<file path="src/hdl/blng_pkg.sv">
// Package for the bilayer lattice neighbor generator.
// Holds field widths, the neighbor kind codes and the word structs.
// No dependencies.
`timescale 1ns / 1ps

package blng_pkg;

  localparam int IdxW       = 14;
  localparam int KindW      = 2;
  localparam int CfgW       = 7;
  localparam int MaxSideDef = 64;
  localparam int SideRst    = 4;
  localparam int SideMin    = 2;

  localparam logic [1:0] LastSlot = 2'd3;

  typedef enum logic [KindW-1:0] {
    KIND_NEAREST  = 2'd0,
    KIND_DIAGONAL = 2'd1,
    KIND_OPPOSITE = 2'd2,
    KIND_INVALID  = 2'd3
  } kind_e;

  typedef struct packed {
    logic [IdxW-1:0]  site_index;
    logic [KindW-1:0] neighbor_kind;
  } in_word_t;

  typedef struct packed {
    logic [IdxW-1:0] neighbor_index;
    logic            last_neighbor;
    logic            bad_request;
  } out_word_t;

  // travels alongside the remainder pipeline
  typedef struct packed {
    logic [IdxW-1:0]  site;
    logic [KindW-1:0] kind;
    logic             bad;
    logic             upper;
    logic [IdxW-1:0]  base;
    logic [IdxW-1:0]  inplane;
  } carry_t;

endpackage

</file>
<file path="src/hdl/blng_rem.sv">
// Pipelined restoring remainder unit: in-plane offset mod side length.
// Two quotient bits per stage; sideband carried alongside.
// Depends on blng_pkg.
`timescale 1ns / 1ps

module blng_rem #(
  parameter int MAX_SIDE = blng_pkg::MaxSideDef
) (
  input  logic                             clk_i,
  input  logic                             rst_ni,
  input  logic                             en_i,
  input  logic                             valid_i,
  input  logic [blng_pkg::IdxW-1:0]        dividend_i,
  input  logic [$clog2(MAX_SIDE+1)-1:0]    divisor_i,
  input  blng_pkg::carry_t                 carry_i,
  output logic                             valid_o,
  output logic [$clog2(MAX_SIDE+1)-1:0]    rem_o,
  output blng_pkg::carry_t                 carry_o
);

  localparam int IW  = blng_pkg::IdxW;
  localparam int SW  = $clog2(MAX_SIDE + 1);
  localparam int QW  = $clog2(MAX_SIDE);
  localparam int NST = (QW + 1) / 2;
  localparam int CW  = IW + SW;

  logic [NST-1:0]   v_q;
  logic [CW-1:0]    rem_q [NST];
  blng_pkg::carry_t car_q [NST];

  for (genvar k = 0; k < NST; k++) begin : g_stage
    localparam int I0  = QW - 1 - 2 * k;
    localparam int I1  = I0 - 1;
    localparam int Sh1 = (I1 < 0) ? 0 : I1;

    logic             v_in;
    logic [CW-1:0]    r_in;
    logic [CW-1:0]    r_d;
    blng_pkg::carry_t c_in;

    if (k == 0) begin : g_first
      assign v_in = valid_i;
      assign r_in = CW'(dividend_i);
      assign c_in = carry_i;
    end else begin : g_next
      assign v_in = v_q[k-1];
      assign r_in = rem_q[k-1];
      assign c_in = car_q[k-1];
    end

    always_comb begin
      r_d = r_in;
      if (r_d >= (CW'(divisor_i) << I0)) begin
        r_d = r_d - (CW'(divisor_i) << I0);
      end
      if ((I1 >= 0) && (r_d >= (CW'(divisor_i) << Sh1))) begin
        r_d = r_d - (CW'(divisor_i) << Sh1);
      end
    end

    always_ff @(posedge clk_i or negedge rst_ni) begin
      if (!rst_ni) begin
        v_q[k] <= 1'b0;
      end else if (en_i) begin
        v_q[k] <= v_in;
      end
    end

    always_ff @(posedge clk_i) begin
      if (en_i) begin
        rem_q[k] <= r_d;
        car_q[k] <= c_in;
      end
    end
  end

  assign valid_o = v_q[NST-1];
  assign rem_o   = rem_q[NST-1][SW-1:0];
  assign carry_o = car_q[NST-1];

endmodule

</file>
<file path="src/hdl/bilayer_lattice_neighbor_gen.sv">
// Top level: neighbor index generator for a two-layer periodic square lattice.
// Instantiates blng_rem; uses blng_pkg.
//
//   port group   dir   payload        handshake
//   in_*         in    in_word_t      in_valid_i / in_ready_o
//   out_*        out   out_word_t     out_valid_o / out_ready_i
//   cfg_*        in    side length    cfg_we_i, no wait
//
// A word passes input capture, plane select, the remainder stages and the hold
// stage. One result word per cycle while the receiver is ready: nearest and
// diagonal words give four results, opposite and rejected words one. The hold
// stage keeps a word until its final result enters the output register; all
// earlier stages advance together when it frees, so a stall drops nothing.
// Reset clears valid bits and sets side length to 4.
`timescale 1ns / 1ps

module bilayer_lattice_neighbor_gen #(
  parameter int MAX_SIDE = blng_pkg::MaxSideDef
) (
  input  logic                      clk_i,
  input  logic                      rst_ni,
  input  logic                      in_valid_i,
  output logic                      in_ready_o,
  input  blng_pkg::in_word_t        in_word_i,
  output logic                      out_valid_o,
  input  logic                      out_ready_i,
  output blng_pkg::out_word_t       out_word_o,
  input  logic                      cfg_we_i,
  input  logic [blng_pkg::CfgW-1:0] cfg_wdata_i
);

  localparam int IW      = blng_pkg::IdxW;
  localparam int KW      = blng_pkg::KindW;
  localparam int SW      = $clog2(MAX_SIDE + 1);
  localparam int SSW     = 2 * SW;
  localparam int EW      = SSW + 2;
  localparam int SideRst = (MAX_SIDE < blng_pkg::SideRst) ? MAX_SIDE : blng_pkg::SideRst;

  // configuration
  logic [SW-1:0]  side_q, side_d;
  logic [SSW-1:0] ss_q, ss_d;

  always_comb begin
    if (int'(cfg_wdata_i) < blng_pkg::SideMin) begin
      side_d = SW'(blng_pkg::SideMin);
    end else if (int'(cfg_wdata_i) > MAX_SIDE) begin
      side_d = SW'(MAX_SIDE);
    end else begin
      side_d = SW'(cfg_wdata_i);
    end
    ss_d = SSW'(side_d) * SSW'(side_d);
  end

  always_ff @(posedge clk_i or negedge rst_ni) begin
    if (!rst_ni) begin
      side_q <= SW'(SideRst);
      ss_q   <= SSW'(SideRst * SideRst);
    end else if (cfg_we_i) begin
      side_q <= side_d;
      ss_q   <= ss_d;
    end
  end

  // pipeline control
  logic en;
  logic out_fire;
  logic h_last;
  logic h_v_q;
  logic out_v_q;

  assign en         = !h_v_q || (out_fire && h_last);
  assign in_ready_o = en;

  // stage 1: input capture
  logic          p1_v_q;
  logic [IW-1:0] p1_site_q;
  logic [KW-1:0] p1_kind_q;

  always_ff @(posedge clk_i or negedge rst_ni) begin
    if (!rst_ni) begin
      p1_v_q <= 1'b0;
    end else if (en) begin
      p1_v_q <= in_valid_i;
    end
  end

  always_ff @(posedge clk_i) begin
    if (en) begin
      p1_site_q <= in_word_i.site_index;
      p1_kind_q <= in_word_i.neighbor_kind;
    end
  end

  // stage 2: plane select
  logic [EW-1:0]    site_e, ss1, ss2, ss3, ss4;
  logic             ge1, ge2, ge3, ge4;
  blng_pkg::carry_t p2_d, p2_q;
  logic             p2_v_q;

  always_comb begin
    site_e = EW'(p1_site_q);
    ss1    = EW'(ss_q);
    ss2    = ss1 << 1;
    ss3    = ss1 + ss2;
    ss4    = ss1 << 2;
    ge1    = site_e >= ss1;
    ge2    = site_e >= ss2;
    ge3    = site_e >= ss3;
    ge4    = site_e >= ss4;
    p2_d.site = p1_site_q;
    p2_d.kind = p1_kind_q;
    p2_d.bad  = ge4 || (p1_kind_q == blng_pkg::KIND_INVALID);
    if (ge3) begin
      p2_d.base  = IW'(ss3);
      p2_d.upper = 1'b1;
    end else if (ge2) begin
      p2_d.base  = IW'(ss2);
      p2_d.upper = 1'b0;
    end else if (ge1) begin
      p2_d.base  = IW'(ss1);
      p2_d.upper = 1'b1;
    end else begin
      p2_d.base  = '0;
      p2_d.upper = 1'b0;
    end
    p2_d.inplane = p1_site_q - p2_d.base;
  end

  always_ff @(posedge clk_i or negedge rst_ni) begin
    if (!rst_ni) begin
      p2_v_q <= 1'b0;
    end else if (en) begin
      p2_v_q <= p1_v_q;
    end
  end

  always_ff @(posedge clk_i) begin
    if (en) begin
      p2_q <= p2_d;
    end
  end

  // column via pipelined remainder
  logic             rm_v;
  logic [SW-1:0]    rm_x;
  blng_pkg::carry_t rm_c;

  blng_rem #(
    .MAX_SIDE (MAX_SIDE)
  ) u_rem (
    .clk_i      (clk_i),
    .rst_ni     (rst_ni),
    .en_i       (en),
    .valid_i    (p2_v_q),
    .dividend_i (p2_q.inplane),
    .divisor_i  (side_q),
    .carry_i    (p2_q),
    .valid_o    (rm_v),
    .rem_o      (rm_x),
    .carry_o    (rm_c)
  );

  // row bases and wrapped columns
  logic [IW-1:0] side_w, ss_w, ys;
  logic          ylow, yhigh;
  logic [IW-1:0] rowm_d, row0_d, rowp_d, opp_d;
  logic [SW-1:0] xm_d, xp_d;

  always_comb begin
    side_w = IW'(side_q);
    ss_w   = IW'(ss_q);
    ys     = rm_c.inplane - IW'(rm_x);
    ylow   = EW'(rm_c.inplane) < EW'(side_q);
    yhigh  = EW'(rm_c.inplane) >= (EW'(ss_q) - EW'(side_q));
    row0_d = rm_c.base + ys;
    rowm_d = rm_c.base + (ylow ? (ss_w - side_w) : (ys - side_w));
    rowp_d = rm_c.base + (yhigh ? '0 : (ys + side_w));
    xm_d   = (rm_x == '0) ? (side_q - 1'b1) : (rm_x - 1'b1);
    xp_d   = (rm_x == (side_q - 1'b1)) ? '0 : (rm_x + 1'b1);
    opp_d  = rm_c.upper ? (rm_c.site - ss_w) : (rm_c.site + ss_w);
  end

  // hold stage: emits up to four results
  logic [KW-1:0] h_kind_q;
  logic          h_bad_q;
  logic [IW-1:0] h_rowm_q, h_row0_q, h_rowp_q, h_opp_q;
  logic [SW-1:0] h_xm_q, h_x_q, h_xp_q;
  logic [1:0]    cnt_q;
  logic          h_single;

  always_ff @(posedge clk_i or negedge rst_ni) begin
    if (!rst_ni) begin
      h_v_q <= 1'b0;
    end else if (en) begin
      h_v_q <= rm_v;
    end
  end

  always_ff @(posedge clk_i) begin
    if (en) begin
      h_kind_q <= rm_c.kind;
      h_bad_q  <= rm_c.bad;
      h_rowm_q <= rowm_d;
      h_row0_q <= row0_d;
      h_rowp_q <= rowp_d;
      h_opp_q  <= opp_d;
      h_xm_q   <= xm_d;
      h_x_q    <= rm_x;
      h_xp_q   <= xp_d;
    end
  end

  assign h_single = h_bad_q || (h_kind_q == blng_pkg::KIND_OPPOSITE);
  assign h_last   = h_single || (cnt_q == blng_pkg::LastSlot);
  assign out_fire = h_v_q && (!out_v_q || out_ready_i);

  always_ff @(posedge clk_i or negedge rst_ni) begin
    if (!rst_ni) begin
      cnt_q <= '0;
    end else if (out_fire) begin
      cnt_q <= h_last ? '0 : (cnt_q + 1'b1);
    end
  end

  logic [IW-1:0]       row;
  logic [SW-1:0]       col;
  blng_pkg::out_word_t out_d, out_q;

  always_comb begin
    row = h_row0_q;
    col = h_x_q;
    if (h_kind_q == blng_pkg::KIND_DIAGONAL) begin
      case (cnt_q)
        2'd0: begin row = h_rowm_q; col = h_xm_q; end
        2'd1: begin row = h_rowm_q; col = h_xp_q; end
        2'd2: begin row = h_rowp_q; col = h_xp_q; end
        default: begin row = h_rowp_q; col = h_xm_q; end
      endcase
    end else begin
      case (cnt_q)
        2'd0: begin row = h_row0_q; col = h_xm_q; end
        2'd1: begin row = h_row0_q; col = h_xp_q; end
        2'd2: begin row = h_rowm_q; col = h_x_q; end
        default: begin row = h_rowp_q; col = h_x_q; end
      endcase
    end
    out_d.last_neighbor = h_last;
    out_d.bad_request   = h_bad_q;
    if (h_bad_q) begin
      out_d.neighbor_index = '0;
    end else if (h_kind_q == blng_pkg::KIND_OPPOSITE) begin
      out_d.neighbor_index = h_opp_q;
    end else begin
      out_d.neighbor_index = row + IW'(col);
    end
  end

  // output register
  always_ff @(posedge clk_i or negedge rst_ni) begin
    if (!rst_ni) begin
      out_v_q <= 1'b0;
    end else if (out_fire) begin
      out_v_q <= 1'b1;
    end else if (out_ready_i) begin
      out_v_q <= 1'b0;
    end
  end

  always_ff @(posedge clk_i) begin
    if (out_fire) begin
      out_q <= out_d;
    end
  end

  assign out_valid_o = out_v_q;
  assign out_word_o  = out_q;

  // checks
  a_count_multi: assert property (@(posedge clk_i) disable iff (!rst_ni)
    (h_v_q && (cnt_q != 2'd0)) |-> !h_single)
    else $error("result count advanced on a single-result word");

  a_bad_zero: assert property (@(posedge clk_i) disable iff (!rst_ni)
    (out_v_q && out_q.bad_request) |-> ((out_q.neighbor_index == '0) && out_q.last_neighbor))
    else $error("rejected word with nonzero index or not last");

  a_side_range: assert property (@(posedge clk_i) disable iff (!rst_ni)
    (int'(side_q) >= blng_pkg::SideMin) && (int'(side_q) <= MAX_SIDE))
    else $error("side length out of range");

  a_cnt_hold: assert property (@(posedge clk_i) disable iff (!rst_ni)
    (h_v_q && !out_fire) |=> $stable(cnt_q))
    else $error("result count moved during stall");

  a_hold_until_last: assert property (@(posedge clk_i) disable iff (!rst_ni)
    (h_v_q && !(out_fire && h_last)) |-> !en)
    else $error("pipeline advanced before last result left");

endmodule

</file>
<file path="config.mk">
export PLATFORM = sky130hd
export DESIGN_NAME = bilayer_lattice_neighbor_gen
export DESIGN_NICKNAME = d
export VERILOG_FILES = /design/src/hdl/blng_pkg.sv /design/src/hdl/blng_rem.sv /design/src/hdl/bilayer_lattice_neighbor_gen.sv
export SDC_FILE = /design/constraint.sdc
export NUM_CORES = 1
export LEC_CHECK = 0
export BUFFER_PORTS_ARGS = -buffer_cell sky130_fd_sc_hd__buf_4
export CELL_PAD_IN_SITES_DETAIL_PLACEMENT = 0
export CELL_PAD_IN_SITES_GLOBAL_PLACEMENT = 1
export CORE_ASPECT_RATIO = 1.25
export CORE_UTILIZATION = 52
export CTS_CLUSTER_DIAMETER = 60
export DETAILED_ROUTE_END_ITERATION = 7
export GPL_TIMING_DRIVEN = 0
export PLACE_DENSITY_LB_ADDON = 0.12
export SLEW_MARGIN = 5
export SYNTH_ARGS = -nofsm -noshare
export SYNTH_HDL_FRONTEND = slang
export SYNTH_SLANG_ARGS = --single-unit
</file>
<file path="constraint.sdc">
create_clock -name clk_i -period 9.7 [get_ports clk_i]
set_clock_uncertainty 0.05 [all_clocks]
set_input_delay 0.485 -clock clk_i [delete_from_list [all_inputs] [get_ports clk_i]]
set_output_delay 0.485 -clock clk_i [all_outputs]
set_load 0.05 [all_outputs]
</file>
### Yosys cells after proc, flatten, opt, wreduce, memory -nomap -nowiden

Memories as Yosys holds them, arrays and structs flattened.
Index checks and enable logic that the tools add are counted.

| storage, ports and cells | value |
|---|---|
| register bits | 188 |
| RAM bits | 201 |
| logic and storage cells | 118 |
| memories | 2 |

| operators by class | value |
|---|---|
| add/sub/neg operators | 23 |
| multiply operators | 1 |
| $lt $le $gt $ge | 14 |
| eq/ne operators | 7 |
| mux-type cells | 27 |
| reductions and logical operators | 14 |

Memories:

| name | depth | bits a word | rd ports | clocked after Yosys merged registers in | write ports | RTL line | source |
|---|---|---|---|---|---|---|---|
| u_rem.car_q | 3 | 46 | 3 | 0 | 3 | blng_rem.sv:29 | `blng_pkg::carry_t car_q [NST];` |
| u_rem.rem_q | 3 | 21 | 3 | 0 | 3 | blng_rem.sv:28 | `logic [CW-1:0] rem_q [NST];` |

Operator list:

| kind | number |
|---|---|
| 21-bit 2-to-1 mux | 6 |
| 14-bit 2-to-1 mux | 7 |
| 14-bit adder | 4 |
| 14-bit by 16-bit greater-or-equal comparator with 1-bit output | 3 |
| 14-bit by 7-bit subtractor with 14-bit output | 3 |
| 7-bit 2-to-1 mux | 5 |
| 15-bit 2-to-1 mux | 2 |
| 14-bit by 7-bit adder with 14-bit output | 2 |
| 14-bit case mux with 2 select lines | 1 |
| 14-bit subtractor | 2 |
| 21-bit by 10-bit greater-or-equal comparator with 1-bit output | 1 |
| 21-bit by 11-bit greater-or-equal comparator with 1-bit output | 1 |
| 21-bit by 7-bit greater-or-equal comparator with 1-bit output | 1 |
| 21-bit by 8-bit greater-or-equal comparator with 1-bit output | 1 |
| 21-bit by 9-bit greater-or-equal comparator with 1-bit output | 1 |
| 21-bit by 10-bit subtractor with 21-bit output | 1 |
| 21-bit by 11-bit subtractor with 21-bit output | 1 |
| 21-bit by 7-bit subtractor with 21-bit output | 1 |
| 21-bit by 8-bit subtractor with 21-bit output | 1 |
| 21-bit by 9-bit subtractor with 21-bit output | 1 |
| 14-bit by 15-bit adder with 16-bit output | 1 |
| 14-bit by 15-bit greater-or-equal comparator with 1-bit output | 1 |
| 14-bit by 12-bit subtractor with 15-bit output | 1 |
| 14-bit by 7-bit subtractor with 15-bit output | 1 |
| 22 further kinds | 37 |

### Longest topological paths before layout

Gate-level depths: netlist of the first run.

| depth | value |
|---|---|
| depth in word-level cells | 7 |
| gate-level depth with buffers | 33 |
| depth with buffers taken out | 33 |

### Cells and area by module

From an unflattened synthesis of the first run, not the netlist that was laid out.

| second synthesis, totals | value |
|---|---|
| cells, all modules | 2280 |
| area total of the unflattened synthesis | 25012.7 µm² |

By module, submodules not included:

| module | times used | cells each | area an instance (µm²) |
|---|---|---|---|
| bilayer_lattice_neighbor_gen | 1 | 1590 | 15686.3 |
| blng_rem | 1 | 690 | 9326.4 |

### Worst setup path before layout of the first run

No wires, ideal clock.

| path | value |
|---|---|
| kind | flip-flop to flip-flop |
| start point | register h_kind_q[0] |
| end point | register p1_v_q |
| library setup time | 0.104 ns |
| arrival | 9.058 ns |
| required time | 9.546 ns |
| slack | 0.488 ns |
| stages on the path, launching flop included | 6 |
| period minus slack after synthesis | 9.212 ns |
| cell sequence | edfxtp_1 > nor2b_1 > or3_1 > nand2_1 > nand2_1 > mux2_2 |

| between the ends | value |
|---|---|
| cells in the longest elaborated chain, start to end | 5 |

Ends and longest elaborated chain:

| item | RTL line | source |
|---|---|---|
| start: declaration | bilayer_lattice_neighbor_gen.sv:184 | `logic [KW-1:0] h_kind_q;` |
| start signal: assignment | bilayer_lattice_neighbor_gen.sv:201 | `h_kind_q <= rm_c.kind;` |
| 2-bit == test | bilayer_lattice_neighbor_gen.sv:213 | `assign h_single = h_bad_q \|\| (h_kind_q == blng_pkg::KIND_OPPOSITE);` |
| 1-bit logical OR | bilayer_lattice_neighbor_gen.sv:213 |  |
| 1-bit logical OR | bilayer_lattice_neighbor_gen.sv:214 | `assign h_last = h_single \|\| (cnt_q == blng_pkg::LastSlot);` |
| via h_last | bilayer_lattice_neighbor_gen.sv:67 | `logic h_last;` |
| 1-bit logical AND | bilayer_lattice_neighbor_gen.sv:71 | `assign en = !h_v_q \|\| (out_fire && h_last);` |
| 1-bit logical OR | bilayer_lattice_neighbor_gen.sv:71 |  |
| via in_ready_o | bilayer_lattice_neighbor_gen.sv:23 | `output logic in_ready_o,` |
| end signal: assignment | bilayer_lattice_neighbor_gen.sv:83 | `p1_v_q <= in_valid_i;` |
| end: declaration | bilayer_lattice_neighbor_gen.sv:75 | `logic p1_v_q;` |

The timed path passes the listed nets, and every way through them passes these cells.
A chain may end at the register's enable or synchronous reset.

==> results.json, run 1 <==
{
  "grt-ovfl-total": 0,
  "multi_input_area_um2": 12800,
  "count_leader_synth": "sky130_fd_sc_hd__edfxtp_1",
  "finalSetupViolations": 0,
  "synth_edf_count": 339,
  "postRouteWirelength_mm": 59.4,
  "category_of_the_most_critical_setup_path": "flip-flop to flip-flop",
  "design.final.nets": 2655,
  "placement.io_buffers": 42,
  "synth_top_area_cell": "sky130_fd_sc_hd__edfxtp_1",
  "synthArstFlopShare_pct": 7.63,
  "worst_path_max_delay_cell": "sky130_fd_sc_hd__o41ai_1",
  "outcome": "complete, no violations",
  "vias_per_cell": 5.85,
  "die-width_um": 196,
  "finish.cell_count_without_fillers": 2949,
  "final-max-slew-violation-count": 0,
  "ys_ff_latch": 367,
  "tritoncts_num_sinks": 367,
  "crit_path_end_kind": "flip-flop",
  "whs_ns": 0.0486,
  "drt_pass1_iterations": 5,
  "cts_tree": "built",
  "hold_path_class": "primary input to flip-flop",
  "postSynthCellCount": 2231,
  "route.detailed.drc": 0,
  "post_cts.resized_instances": 0,
  "floorplan.die.height_um": 244,
  "hpwl_mm": 46.0,
  "cts.clk_slew.worst_paths_ns": 0.06,
  "rsz0062_at_grt": "false",
  "r2r.worst_path.cells": 26,
  "drt-wirelength-per-cell_um": 20.1,
  "cts-root-buf": "sky130_fd_sc_hd__clkbuf_16",
  "cp.arrival_ns": 8.81,
  "most_used_cell_cp": "sky130_fd_sc_hd__a21o_1",
  "gp_congestion": 0.895,
  "numPlacedInstances": 2869,
  "rows": 88,
  "slew_headroom_pct": 23.0,
  "grt_pass1_vias": 17300,
  "fillCellCount": 3867,
  "final.period_utilization_pct": 88.3,
  "antenna_found_initial": 0,
  "critical-path-max-stage-delay_ns": 0.84,
  "hold_viol": 0,
  "core_region_area_um2": 46200,
  "clock_insertion_delay_worst_skew_ns": 0.56,
  "detailroute.via_count": 17200,
  "post_cts_buffers": 0,
  "antennaDiodeCount": 0,
  "synthFlopType": "sky130_fd_sc_hd__edfxtp_1",
  "cp_data_required_time_ns": 9.94,
  "drt_first_iter_violations": 918,
  "yosysSeqAreaShare_pct": 44.5,
  "synth.cell_area_um2": 24400,
  "layout-drive-gt1-share_pct": 7.28,
  "ioPinCount": 46,
  "critical_path.max_fanout": 10,
  "synth_warnings": 0,
  "synth_area_leaders": "sky130_fd_sc_hd__edfxtp_1, sky130_fd_sc_hd__ha_1, sky130_fd_sc_hd__xnor2_1",
  "area_enclosed_by_the_die_boundary_um2": 47900,
  "max_cap_violations": 0,
  "area_growth_pct": 10.7,
  "syn-mean-instance-area_um2": 11.0,
  "post-route-min-period_ns": 8.56,
  "cts_buffer_depth": 3,
  "grt_max_degree": 76,
  "dpl_cell_area_um2": 25600,
  "yosys.cell_types.count": 84,
  "hold_depth": 1,
  "worstSetupStartpointType": "flip-flop",
  "starting_density_of_the_core_pct": 52.8,
  "netlist_top_cells_count": "sky130_fd_sc_hd__edfxtp_1, sky130_fd_sc_hd__ha_1, sky130_fd_sc_hd__nor2_1",
  "detail-route-antenna-nets": 0,
  "final_design_area_no_fill_um2": 27000,
  "timing_worst_slew_pin_value_ns": 1.15,
  "grt_pass1_wl_mm": 93.1,
  "fmaxAchievable_mhz": 117,
  "cts-hold-fix-buffers": 1,
  "tritoncts.num_buffers": 43,
  "yosysTopAreaCellShare_pct": 41.7,
  "final-seq-area_um2": 10900,
  "grt_use_total_pct": 25.1,
  "h-tree-depth": 2
}
==> per-stage QoR <==
| stage | utilization, % | TNS, ns | setup WS [ns] |
|---|---|---|---|
| 2_1_floorplan | - | 0 | 0.488 |
| 3_3_place_gp | 55.1 | -589.55 | -2.66 |
| 3_5_place_dp | 55.4 | 0 | 1.21 |
| 4_1_cts | 58.5 | 0 | 1.16 |
| 5_1_grt | 58.5 | 0 | 0.754 |
| 6_report | 58.5 | 0 | 1.14 |
==> kinds of logic (layout without fill, tap and decap cells) <==
| logic type | Yosys count | count (layout) | synth area share [%] |
|---|---|---|---|
| simple gates | 569 | 569 | 11.8 |
| compound gates | 540 | 540 | 14.6 |
| flops | 367 | 367 | 44.5 |
| fa+ha+maj | 298 | 298 | 16.3 |
| xor+xnor | 199 | 199 | 7.26 |
| buf+inv | 198 | 324 | 3.05 |
| mux | 58 | 58 | 2.52 |
| other cells | 2 | 9 | 0.0307 |
==> flip-flops by register name (all words and copies together), names as in the netlist, 7 cells and up <==
register     cells
side_q           7
h_xm_q           7
h_xp_q           7
ss_q            12
out_word_o      16
h_row0_q        14
p2_q            46
u_rem.car_q    138
h_rowm_q        14
h_x_q            7
u_rem.rem_q     43
h_rowp_q        14
p1_site_q       14
h_opp_q         14
==> placed cells by master (no fill, tap or decap), types with 30 or more instances in the layout <==
cell and instances:
sky130_fd_sc_hd__a21o_1 62, sky130_fd_sc_hd__a21oi_1 138, sky130_fd_sc_hd__buf_4 42, sky130_fd_sc_hd__clkbuf_1 49, sky130_fd_sc_hd__clkbuf_16 43, sky130_fd_sc_hd__edfxtp_1 339, sky130_fd_sc_hd__fa_1 33, sky130_fd_sc_hd__ha_1 264
sky130_fd_sc_hd__inv_1 143, sky130_fd_sc_hd__nand2_1 113, sky130_fd_sc_hd__nand2b_1 30, sky130_fd_sc_hd__nand3_1 35, sky130_fd_sc_hd__nor2_1 164, sky130_fd_sc_hd__nor2b_1 42, sky130_fd_sc_hd__nor3_1 57, sky130_fd_sc_hd__o21ai_0 117
sky130_fd_sc_hd__xnor2_1 147, sky130_fd_sc_hd__xor2_1 50
==> per-layer routing <==
metal,vias to the layer above,track usage [%],wire (um)
li1,8454,-,-
met1,8309,30.8,25200
met2,367,45.4,30000
met3,119,2.22,2000
met4,0,9.79,2250
met5,-,0,0
==> final timing paths <==
path                            slack, ns                 from                            to
worst min register to register       0.35   p2_q[36]$_DFFE_PP_  u_rem.car_q[0][36]$_DFFE_PP_
worst max-delay path                 1.14  ss_q[2]$_DFFE_PN0P_            p2_q[13]$_DFFE_PP_
min in group asynchronous            0.36               rst_ni          cnt_q[0]$_DFFE_PN0P_
worst min-delay path                 0.05         in_word_i[2]        p1_site_q[0]$_DFFE_PP_
max in group asynchronous            8.86               rst_ni           ss_q[4]$_DFFE_PN1P_
worst max register to register       1.14  ss_q[2]$_DFFE_PN0P_            p2_q[13]$_DFFE_PP_
==> critical path: cells and delay by family, from the launching register on <==
| kind | cells | cell delay, ns |
|---|---|---|
| buffers and inverters | 4 | 1.14 |
| DFF | 1 | 0.78 |
| xor gates and xnor gates | 1 | 0.28 |
| and+or+nand+nor | 2 | 0.65 |
| AOI/OAI and AO/OA | 15 | 3.83 |
| adders and majority gates | 4 | 1.54 |
==> area by class of cell <==
class                      count  area share (%)
timing repair buffer          47            1.61
inverter                     145            2.01
buffer                        53           0.741
multi-input combinational   1673            47.5
sequential                   367            40.3
clock buffer                  45            4.01
tap                          585            2.71
clock inverter                34            1.18
Power of run 1 is left out: the tool's default activity adds up to more than one toggle a clock period on the data nets, which glitch-free logic cannot reach.
==> inputs of run 2 (changes only) <==
--- a/config.mk
+++ b/config.mk
@@ -12,9 +12,9 @@
 export CORE_UTILIZATION = 52
 export CTS_CLUSTER_DIAMETER = 60
 export DETAILED_ROUTE_END_ITERATION = 7
-export GPL_TIMING_DRIVEN = 0
 export PLACE_DENSITY_LB_ADDON = 0.12
 export SLEW_MARGIN = 5
 export SYNTH_ARGS = -nofsm -noshare
 export SYNTH_HDL_FRONTEND = slang
+export SYNTH_HIERARCHICAL = 1
 export SYNTH_SLANG_ARGS = --single-unit
==> results.json, run 2 <==
{
  "grt_pass1_wl_mm": 94.2,
  "yosysSeqAreaShare_pct": 44.2,
  "yosys.cell_types.count": 89,
  "largestRegisters": "u_rem/car_q: 138 flops, u_rem/rem_q: 49 flops, p2_q: 46 flops",
  "ys_ff_latch": 373,
  "drt_pass1_iterations": 5,
  "post_cts_buffers": 0,
  "place_ws_ns": 3.08,
  "clock_insertion_delay_worst_skew_ns": 0.58,
  "area_enclosed_by_the_die_boundary_um2": 49000,
  "top_register": "u_rem/car_q",
  "layout-drive-gt1-share_pct": 9.60,
  "final.period_utilization_pct": 68.6,
  "tritoncts.num_buffers": 42,
  "synth_area_leaders": "sky130_fd_sc_hd__edfxtp_1, sky130_fd_sc_hd__ha_1, sky130_fd_sc_hd__xnor2_1",
  "drt-wirelength-per-cell_um": 20.2,
  "h-tree-depth": 2,
  "antenna_found_initial": 0,
  "synth_top_area_cell": "sky130_fd_sc_hd__edfxtp_1",
  "tritoncts_num_sinks": 373,
  "hold_depth": 1,
  "cts.clk_slew.worst_paths_ns": 0.06,
  "endpoint_of_the_worst_register_to_register_path": "p2_q[13]$_DFFE_PP_",
  "finish.utilization_pct": 57.6,
  "drt_first_iter_violations": 795,
  "final_cell_mix": "sky130_fd_sc_hd__edfxtp_1, sky130_fd_sc_hd__ha_1, sky130_fd_sc_hd__inv_1",
  "critical_path.max_fanout": 21,
  "cts_buffer_depth": 3,
  "synthArstFlopShare_pct": 7.51,
  "gp_congestion": 0.925,
  "starting_density_of_the_core_pct": 52.9,
  "hpwl_mm": 47.5,
  "layout_commonest_cell": "sky130_fd_sc_hd__edfxtp_1",
  "hold_path_class": "primary input to flip-flop",
  "postSynthCellCount": 2280,
  "outcome": "complete, no violations",
  "netlist_top_cells_count": "sky130_fd_sc_hd__edfxtp_1, sky130_fd_sc_hd__ha_1, sky130_fd_sc_hd__inv_1",
  "worstHoldStart": "in_word_i[14]",
  "largest_register_ff_count": 138,
  "holdPathEnd": "p1_site_q[12]$_DFFE_PP_",
  "area_growth_pct": 9.08,
  "post-route-min-period_ns": 6.65,
  "floorplan.die.height_um": 247,
  "detailroute.via_count": 17100,
  "synth_edf_count": 345,
  "hold_viol": 0,
  "design.final.nets": 2634,
  "crit_path_end_kind": "flip-flop",
  "synthFlopType": "sky130_fd_sc_hd__edfxtp_1",
  "fmaxAchievable_mhz": 150,
  "cts-root-buf": "sky130_fd_sc_hd__clkbuf_16",
  "final.setup.worst_slack_ns": 3.05,
  "route.detailed.drc": 0,
  "syn-mean-instance-area_um2": 11.0,
  "grt_use_total_pct": 25.2,
  "timing_worst_slew_pin_value_ns": 1.10,
  "postRouteWirelength_mm": 60.2,
  "count_leader_synth": "sky130_fd_sc_hd__edfxtp_1",
  "rows": 89,
  "detail-route-antenna-nets": 0,
  "grt-ovfl-total": 0,
  "slew_headroom_pct": 26.0,
  "max_cap_violations": 0,
  "rsz0062_at_grt": "false",
  "final-max-slew-violation-count": 0,
  "cp_data_required_time_ns": 9.97,
  "finalSetupTns_ns": 0,
  "synth_warnings": 6,
  "antennaDiodeCount": 0,
  "ioPinCount": 46,
  "die-width_um": 198,
  "whs_ns": 0.0317,
  "regToRegSetupSlack_ns": 3.05,
  "cts_tree": "built",
  "placement.io_buffers": 45,
  "yosysTopAreaCellShare_pct": 41.4,
  "r2r-start": "ss_q[7]$_DFFE_PN0P_",
  "vias_per_cell": 5.72,
  "core_region_area_um2": 47300,
  "r2r.worst_path.cells": 23,
  "category_of_the_most_critical_setup_path": "flip-flop to flip-flop",
  "grt_pass1_vias": 17000,
  "finalSetupViolations": 0,
  "cp.arrival_ns": 6.93,
  "synth.cell_area_um2": 25000,
  "worstSetupStartpointType": "flip-flop",
  "grt_max_degree": 67,
  "critical_path.startpoint": "ss_q[7]$_DFFE_PN0P_"
}
-- run 2: changes by cell type in the layout (fill, tap and decap cells not counted), sizes merged, moves of 12 or more --
cell,change
clkbuf,-45
nor2,-26
a22oi,-20
mux2,+17
nand2,+16
a21o,-13
a31oi,+12
-- run 2: critical path, cell delays in order, from the launching register on --
cell	delay, ns
sky130_fd_sc_hd__dfrtp_1	0.61
sky130_fd_sc_hd__inv_1	0.27
sky130_fd_sc_hd__ha_1	0.39
sky130_fd_sc_hd__or2_2	0.30
sky130_fd_sc_hd__o31ai_1	0.10
sky130_fd_sc_hd__o21bai_1	0.25
sky130_fd_sc_hd__o21ai_0	0.18
sky130_fd_sc_hd__a21o_1	0.21
sky130_fd_sc_hd__ha_1	0.32
sky130_fd_sc_hd__a31o_2	0.21
sky130_fd_sc_hd__a31o_2	0.24
sky130_fd_sc_hd__o211ai_1	0.15
sky130_fd_sc_hd__a211oi_1	0.11
sky130_fd_sc_hd__nor2_2	0.26
sky130_fd_sc_hd__buf_4	0.36
sky130_fd_sc_hd__mux2_2	0.38
sky130_fd_sc_hd__ha_1	0.21
sky130_fd_sc_hd__o41ai_1	0.47
sky130_fd_sc_hd__o21ai_0	0.20
sky130_fd_sc_hd__or4_1	0.45
sky130_fd_sc_hd__a41o_1	0.23
sky130_fd_sc_hd__a21oi_1	0.19
sky130_fd_sc_hd__xnor2_1	0.17
sky130_fd_sc_hd__xnor2_1	0.09
-- run 2: what timing repair did --
item	in CTS	in global routing
hold buffers	9	0
hold endpoints to repair	34	0
gates resized for setup	0	0
-- run 2: routing by layer --
layer / vias to the layer above / GRT usage [%] / routed length (um)
met5: - / 0 / 0
met1: 8247 / 31.5 / 26000
li1: 8439 / - / -
met2: 273 / 44.0 / 29900
met3: 103 / 2.99 / 1890
met4: 0 / 10.5 / 2450
-- run 2: worst max-delay path by stage --
stage	slack [ns]	to	cells past startpoint
after detailed placement	3.08	h_rowp_q[13]$_DFFE_PP_	29
final	3.05	p2_q[13]$_DFFE_PP_	23
after global placement	3.10	h_rowp_q[13]$_DFFE_PP_	29
after global routing	2.67	h_rowp_q[12]$_DFFE_PP_	29
after floorplan	0.34	p1_v_q$_DFFE_PN0P_	5
after CTS	3.06	h_rowp_q[13]$_DFFE_PP_	29
-- run 2: final cells by class --
cell class,count,area [um^2]
fillers,4033,20000
well taps,637,797
inverters,149,559
clock buffers,48,1090
flip-flops and latches,373,11100
repair buffers,69,541
clock inverters,30,324
multi-input cells,1675,12900
-- run 2: logic make-up after synthesis --
| kind of cell | Yosys count | share of synthesized area (%) |
|---|---|---|
| other | 2 | 0.0300 |
| XOR/XNOR | 190 | 6.77 |
| multiplexers | 84 | 3.59 |
| adder cells (fa/ha/maj) | 296 | 15.8 |
| AO/OA/AOI/OAI | 517 | 13.3 |
| buffers and inverters | 239 | 4.34 |
| flip-flops | 373 | 44.2 |
| AND/OR/NAND/NOR | 579 | 11.9 |
-- run 2: through the flow --
stage,cells,area (um^2)
after detailed placement,2894,25800
after floorplan,2287,25000
final,2981,27300
after CTS,2981,27300
after global placement,2894,25800
after global routing,2981,27300
Power of run 2 is left out for the same reason.
